<file path="src/rtl/fsq_pkg.sv">
package fsq_pkg;

   // sizes of the slot array and of each slot's step table
   localparam int NUM_SLOTS = 16;
   localparam int NUM_STEPS = 18;

   // field widths fixed by the item format
   localparam int SLOT_W  = 4;
   localparam int STEP_W  = 5;
   localparam int FRAME_W = 8;
   localparam int HOLD_W  = 8;
   localparam int ENTRY_W = FRAME_W + HOLD_W;

   // derived storage sizes
   localparam int SLOT_IDX_W  = (NUM_SLOTS > 1) ? $clog2(NUM_SLOTS) : 1;
   localparam int TABLE_DEPTH = NUM_SLOTS * NUM_STEPS;
   localparam int ADDR_W      = (TABLE_DEPTH > 1) ? $clog2(TABLE_DEPTH) : 1;

   // frame value that marks the end of a sequence
   localparam logic [FRAME_W-1:0] END_MARK = 8'hff;

   // request codes
   localparam logic [1:0] REQ_WRITE    = 2'd0;
   localparam logic [1:0] REQ_TICK     = 2'd1;
   localparam logic [1:0] REQ_ACTIVATE = 2'd2;
   localparam logic [1:0] REQ_RELEASE  = 2'd3;

   typedef struct packed {
      logic [1:0]         req_type;
      logic [SLOT_W-1:0]  slot;
      logic [STEP_W-1:0]  step;
      logic [FRAME_W-1:0] frame_in;
      logic [HOLD_W-1:0]  hold_in;
   } fsq_req_type;

   typedef struct packed {
      logic [SLOT_W-1:0]  out_slot;
      logic [FRAME_W-1:0] out_frame;
      logic               last;
   } fsq_rsp_type;

   // operations on the per-slot registers
   typedef enum logic [1:0] {
      SLOT_NOP,
      SLOT_ACTIVATE,
      SLOT_RELEASE,
      SLOT_UPDATE
   } fsq_slot_op_type;

   typedef struct packed {
      fsq_slot_op_type       op;
      logic [SLOT_IDX_W-1:0] idx;
      logic [STEP_W-1:0]     cur_step;
      logic [HOLD_W-1:0]     hold_count;
   } fsq_slot_ctl_type;

   typedef struct packed {
      logic              active;
      logic [STEP_W-1:0] cur_step;
      logic [HOLD_W-1:0] hold_count;
   } fsq_slot_view_type;

   // tick sequencer states
   typedef enum logic [2:0] {
      ST_IDLE,
      ST_RD_CUR,
      ST_RD_NEXT,
      ST_RD_ZERO,
      ST_EVAL,
      ST_FLUSH
   } fsq_state_type;

endpackage

</file>
<file path="src/rtl/fsq_slot_regs.sv">
module fsq_slot_regs (
   input  logic                                 clock,
   input  logic                                 reset,
   input  fsq_pkg::fsq_slot_ctl_type            ctl,
   input  logic [fsq_pkg::SLOT_IDX_W-1:0]       rd_idx,
   output fsq_pkg::fsq_slot_view_type           view
);

   logic                          active_ff [fsq_pkg::NUM_SLOTS];
   logic [fsq_pkg::STEP_W-1:0]    step_ff   [fsq_pkg::NUM_SLOTS];
   logic [fsq_pkg::HOLD_W-1:0]    count_ff  [fsq_pkg::NUM_SLOTS];

   // per-slot active bit, current step and hold counter
   always_ff @(posedge clock) begin
      if (reset) begin
         for (int i = 0; i < fsq_pkg::NUM_SLOTS; i++) begin
            active_ff[i] <= 1'b0;
            step_ff[i]   <= '0;
            count_ff[i]  <= '0;
         end
      end else begin
         unique case (ctl.op)
            fsq_pkg::SLOT_NOP: begin
            end
            fsq_pkg::SLOT_ACTIVATE: begin
               active_ff[ctl.idx] <= 1'b1;
            end
            fsq_pkg::SLOT_RELEASE: begin
               active_ff[ctl.idx] <= 1'b0;
               step_ff[ctl.idx]   <= '0;
               count_ff[ctl.idx]  <= '0;
            end
            fsq_pkg::SLOT_UPDATE: begin
               step_ff[ctl.idx]  <= ctl.cur_step;
               count_ff[ctl.idx] <= ctl.hold_count;
            end
            default: begin
            end
         endcase
      end
   end

   // view of the slot under scan
   assign view.active     = active_ff[rd_idx];
   assign view.cur_step   = step_ff[rd_idx];
   assign view.hold_count = count_ff[rd_idx];

endmodule

</file>
<file path="config.mk">
export PLATFORM = sky130hd
export DESIGN_NAME = fsq_slot_regs
export DESIGN_NICKNAME = d
export VERILOG_FILES = /design/src/rtl/fsq_pkg.sv /design/src/rtl/fsq_slot_regs.sv
export SDC_FILE = /design/constraint.sdc
export NUM_CORES = 1
export LEC_CHECK = 0
export BUFFER_PORTS_ARGS = -buffer_cell sky130_fd_sc_hd__buf_2
export CAP_MARGIN = 20
export CORE_UTILIZATION = 60
export DETAILED_ROUTE_END_ITERATION = 12
export PLACE_DENSITY_LB_ADDON = 0.1
export SYNTH_ARGS = -nofsm -noshare
export SYNTH_HDL_FRONTEND = slang
export SYNTH_SLANG_ARGS = --single-unit
</file>
<file path="constraint.sdc">
create_clock -name clock -period 2.3 [get_ports clock]
set_input_delay 0.345 -clock clock [delete_from_list [all_inputs] [get_ports clock]]
set_output_delay 0.345 -clock clock [all_outputs]
set_load 0.05 [all_outputs]
</file>
**Word-level counts from Yosys, hierarchy flattened**

Memories as Yosys holds them, arrays and structs flattened.
Cells that the tools add are included.

- Register bits: 0
- Bits in writable memories: 224
- Bits of input ports: 25
- Output and inout bits: 14
- Word-level logic and storage cells: 35
- Memories: 3

Memories:

| memory | words | width | rd ports | clocked after memory_dff | wr ports | line | text |
|---|---|---|---|---|---|---|---|
| count_ff | 16 | 8 | 1 | 0 | 16 | fsq_slot_regs.sv:11 | `logic [fsq_pkg::HOLD_W-1:0] count_ff [fsq_pkg::NUM_SLOTS];` |
| step_ff | 16 | 5 | 1 | 0 | 16 | fsq_slot_regs.sv:10 | `logic [fsq_pkg::STEP_W-1:0] step_ff [fsq_pkg::NUM_SLOTS];` |
| active_ff | 16 | 1 | 1 | 0 | 16 | fsq_slot_regs.sv:9 | `logic active_ff [fsq_pkg::NUM_SLOTS];` |

- Eq/ne operators: 3
- Mux-type cells: 23
- Bitwise logic cells: 3
- Reduce and logical (&&, ||, !) cells: 3

Operator list:

| kind | number |
|---|---|
| 1-bit 2-to-1 mux | 16 |
| 8-bit 2-to-1 mux | 2 |
| 4-bit 2-to-1 mux | 3 |
| 5-bit 2-to-1 mux | 2 |
| 8-bit OR reduction | 1 |
| 5-bit OR reduction | 1 |
| 2-bit equality test (second input constant) | 2 |
| 1-bit bitwise OR | 3 |
| 2-bit by 1-bit equality test with 1-bit output (second input constant) | 1 |
| 1-bit OR reduction | 1 |

**Logic depth before layout (Yosys ltp)**

- Depth in word-level cells: 7
- Gate-level depth with buffers: 6
- Mapped depth without buffers: 3

**Worst setup path after synthesis**

No wires, ideal clock.

- Path type: input-to-output
- Start: in rd_idx[0] (netlist bit)
- End: out view[10] (netlist bit)
- Data arrival time: 1.662 ns
- Required time: 1.955 ns
- Slack: 0.293 ns
- Stages on the path: 5
- Buffers on the path: 2
- Cell sequence: buf_6 -> buf_4 -> mux4_2 -> a22oi_1 -> nand2_1

RTL lines:

| element | line | text |
|---|---|---|
| from (decl) | fsq_slot_regs.sv:5 | `input logic [fsq_pkg::SLOT_IDX_W-1:0] rd_idx,` |
| to (decl) | fsq_slot_regs.sv:6 | `output fsq_pkg::fsq_slot_view_type view` |

==> results.sh <==
export IMPL_die_width_um=130.5
export IMPL_max_slew_margin=0.6160
export IMPL_drive_gt1_frac=0.2551
export IMPL_cts_max_level=1
export IMPL_cts_buffers=23
export IMPL_hold_class="primary input to flip-flop"
export IMPL_overflow=0
export IMPL_gp_congestion=0.7909
export IMPL_drcViolationCount=0
export IMPL_fin_crit_ns=2.274
export IMPL_wl_um=23350
export IMPL_ys_top_cells_by_area="edfxtp_1, mux4_2, nor2_1"
export IMPL_ys_ff_latch=224
export IMPL_synth_edf_count=224
export IMPL_ir_drop_mv=0.4759
export IMPL_synthDistinctLibCells=19
export IMPL_status="finished, final reports clean"
export IMPL_setup_viol=0
export IMPL_multi_input_area_sq_um=2934
export IMPL_maxCapViolCount=0
export IMPL_die_h_um=130.5
export IMPL_grt_use_total=0.2907
export IMPL_viasPerCell=6.145
export IMPL_cts_hold_buf=0
export IMPL_diodes=0
export IMPL_drt_wirelength_per_cell_um=23.35
export IMPL_async_flop_share=0
export IMPL_nFillCells=1135
export IMPL_synth_top_cell_by_area="edfxtp_1"
export IMPL_synth_most_common_cell="nor2_1"
export IMPL_start_util=0.6193
export IMPL_cp_arrival_ns=1.93
export IMPL_grt_max_degree=34
export IMPL_syn_inst=699
export IMPL_finalMaxSlewViolations=0
export IMPL_clockBufferDepth=3
export IMPL_antenna_found_initial=0
export IMPL_p_leak_nw=3.688
export IMPL_worstPathMaxFanout=1
export IMPL_clk_pin_slew_ns=0.06
export IMPL_power_density_nw_per_um2=794.1
export IMPL_cts_tree="built"
export IMPL_num_io_pins=39
export IMPL_synth_area_sq_um=9910
export IMPL_yosys_top_cells_count="nor2_1, edfxtp_1, mux4_2"
export IMPL_worst_pin_slew_ns=0.5760
export IMPL_seq_area_frac_synth=0.6788
export IMPL_cp_start_kind="flip-flop"
export IMPL_fin_tns_setup_ns=0
export IMPL_fmax_mhz=439.7
export IMPL_io_buffers=38
export IMPL_drt_pass1_iter_count=5
export IMPL_ys_flop_type="edfxtp_1"
export IMPL_yosysWarnings=0
export IMPL_grt_pass1_wl_um=35180
export IMPL_synthesis_nets=724
export IMPL_yosysTopAreaCellShare=0.6788
export IMPL_dieArea_sq_um=17030
export IMPL_endpoint_kind="primary output"
export IMPL_vias=6145
export IMPL_synth_area_per_cell_sq_um=14.18
export IMPL_period_share=0.9887
export IMPL_core_region_area_sq_um=16000
export IMPL_critPathRequiredTime_ns=1.96
export IMPL_criticalPathCategory="flip-flop to primary output"
export IMPL_final_hold_viol_count=0
export IMPL_final_core_util=0.7111
export IMPL_whs_ns=0.3513
export IMPL_rsz0062_at_grt="no"
export IMPL_grt_pass1_vias=6147
export IMPL_num_rows=46
export IMPL_cts_root_buffer="clkbuf_16"
export IMPL_syn_to_final_growth_pct=14.82
export IMPL_fin_nets=795
export IMPL_dpl_hpwl_um=15200
export IMPL_register_area_sq_um=6726
export IMPL_antenna_left=0
export IMPL_drt_iter0_drc=632
export IMPL_fin_ws_ns=0.02588
export IMPL_cts_sinks=224
export IMPL_place_ws_ns=0.08738
flip-flops by register name, indices dropped and copies added (netlist names):
register,flops
step_ff,80
count_ff,128
active_ff,16
worst paths after layout:
check	from	end	slack, ns	cells past startpoint
max	active_ff[3]	view[13]	0.03	4
min	ctl[0]	count_ff[7][0]	0.35	4
placed cells by master (no fill, tap or decap), types with 3 or more instances in the layout:
cell and count:
mux4_2 56, buf_12 4, clkbuf_16 23, nand2b_1 16, a22oi_2 11, buf_6 3
o21bai_1 16, buf_4 66, buf_2 33, nand3_1 16, a22oi_1 17, clkbuf_1 9
nor2b_1 7, nand4_1 4, nor2_1 227, edfxtp_1 224, nand2_1 40, clkinv_1 4
what timing repair did:
item | 4_1_cts | 5_1_grt
endpoints found under the setup margin | 4 | 8
cloned | 0 | 0
resized for setup | 5 | 15
setup buffers | 0 | 0
endpoints found under the hold margin | 0 | 0
pin swaps | 0 | 3
cell type report:
cell class                      instances  share of cell area
Multi-Input combinational cell        415              0.2579
Sequential cell                       224              0.5912
Tap cell                              216             0.02375
Clock buffer                           32             0.05355
Timing Repair Buffer                  106             0.06807
Clock inverter                          7            0.005608
cell families (layout without fill, tap and decap cells):
kind of cell | Yosys count | count (layout) | synth area share
xor+xnor | 1 | 1 | 0.0008840
compound gates | 44 | 44 | 0.03333
mux | 56 | 56 | 0.1273
buf+inv | 60 | 145 | 0.03068
flops | 224 | 224 | 0.6788
simple gates | 314 | 314 | 0.1290
critical path: stages (launching register included):
cell and delay, ns:
edfxtp_1 0.37, mux4_2 0.48, a22oi_1 0.24, nand2_1 0.12, buf_2 0.22
metrics by stage:
| step | area, sq um | power [mW] | instances |
|---|---|---|---|
| after floorplan | 9910 | 5.396 | 699 |
| final | 11380 | 9.036 | 1000 |
| after detailed placement | 10630 | 5.702 | 961 |
| after global routing | 11380 | 9.282 | 1000 |
| after global placement | 10620 | 5.673 | 960 |
| after CTS | 11320 | 9.057 | 1000 |
metal layers:
layer / share of wire / up-vias / track usage
met5: 0 / - / 0
met4: 0.027 / 0 / 0.1156
met3: 0.091 / 52 / 0.04642
met2: 0.50 / 323 / 0.4781
met1: 0.38 / 3074 / 0.3938
li1: - / 2696 / -
report_power, final:
group	internal (mW)	switching [mW]	leakage, nW
combinational	0.341	0.538	1.23
sequential	4.71	0.0616	2.14
clock	1.96	1.43	0.321
(Power assumes the default switching activity.)
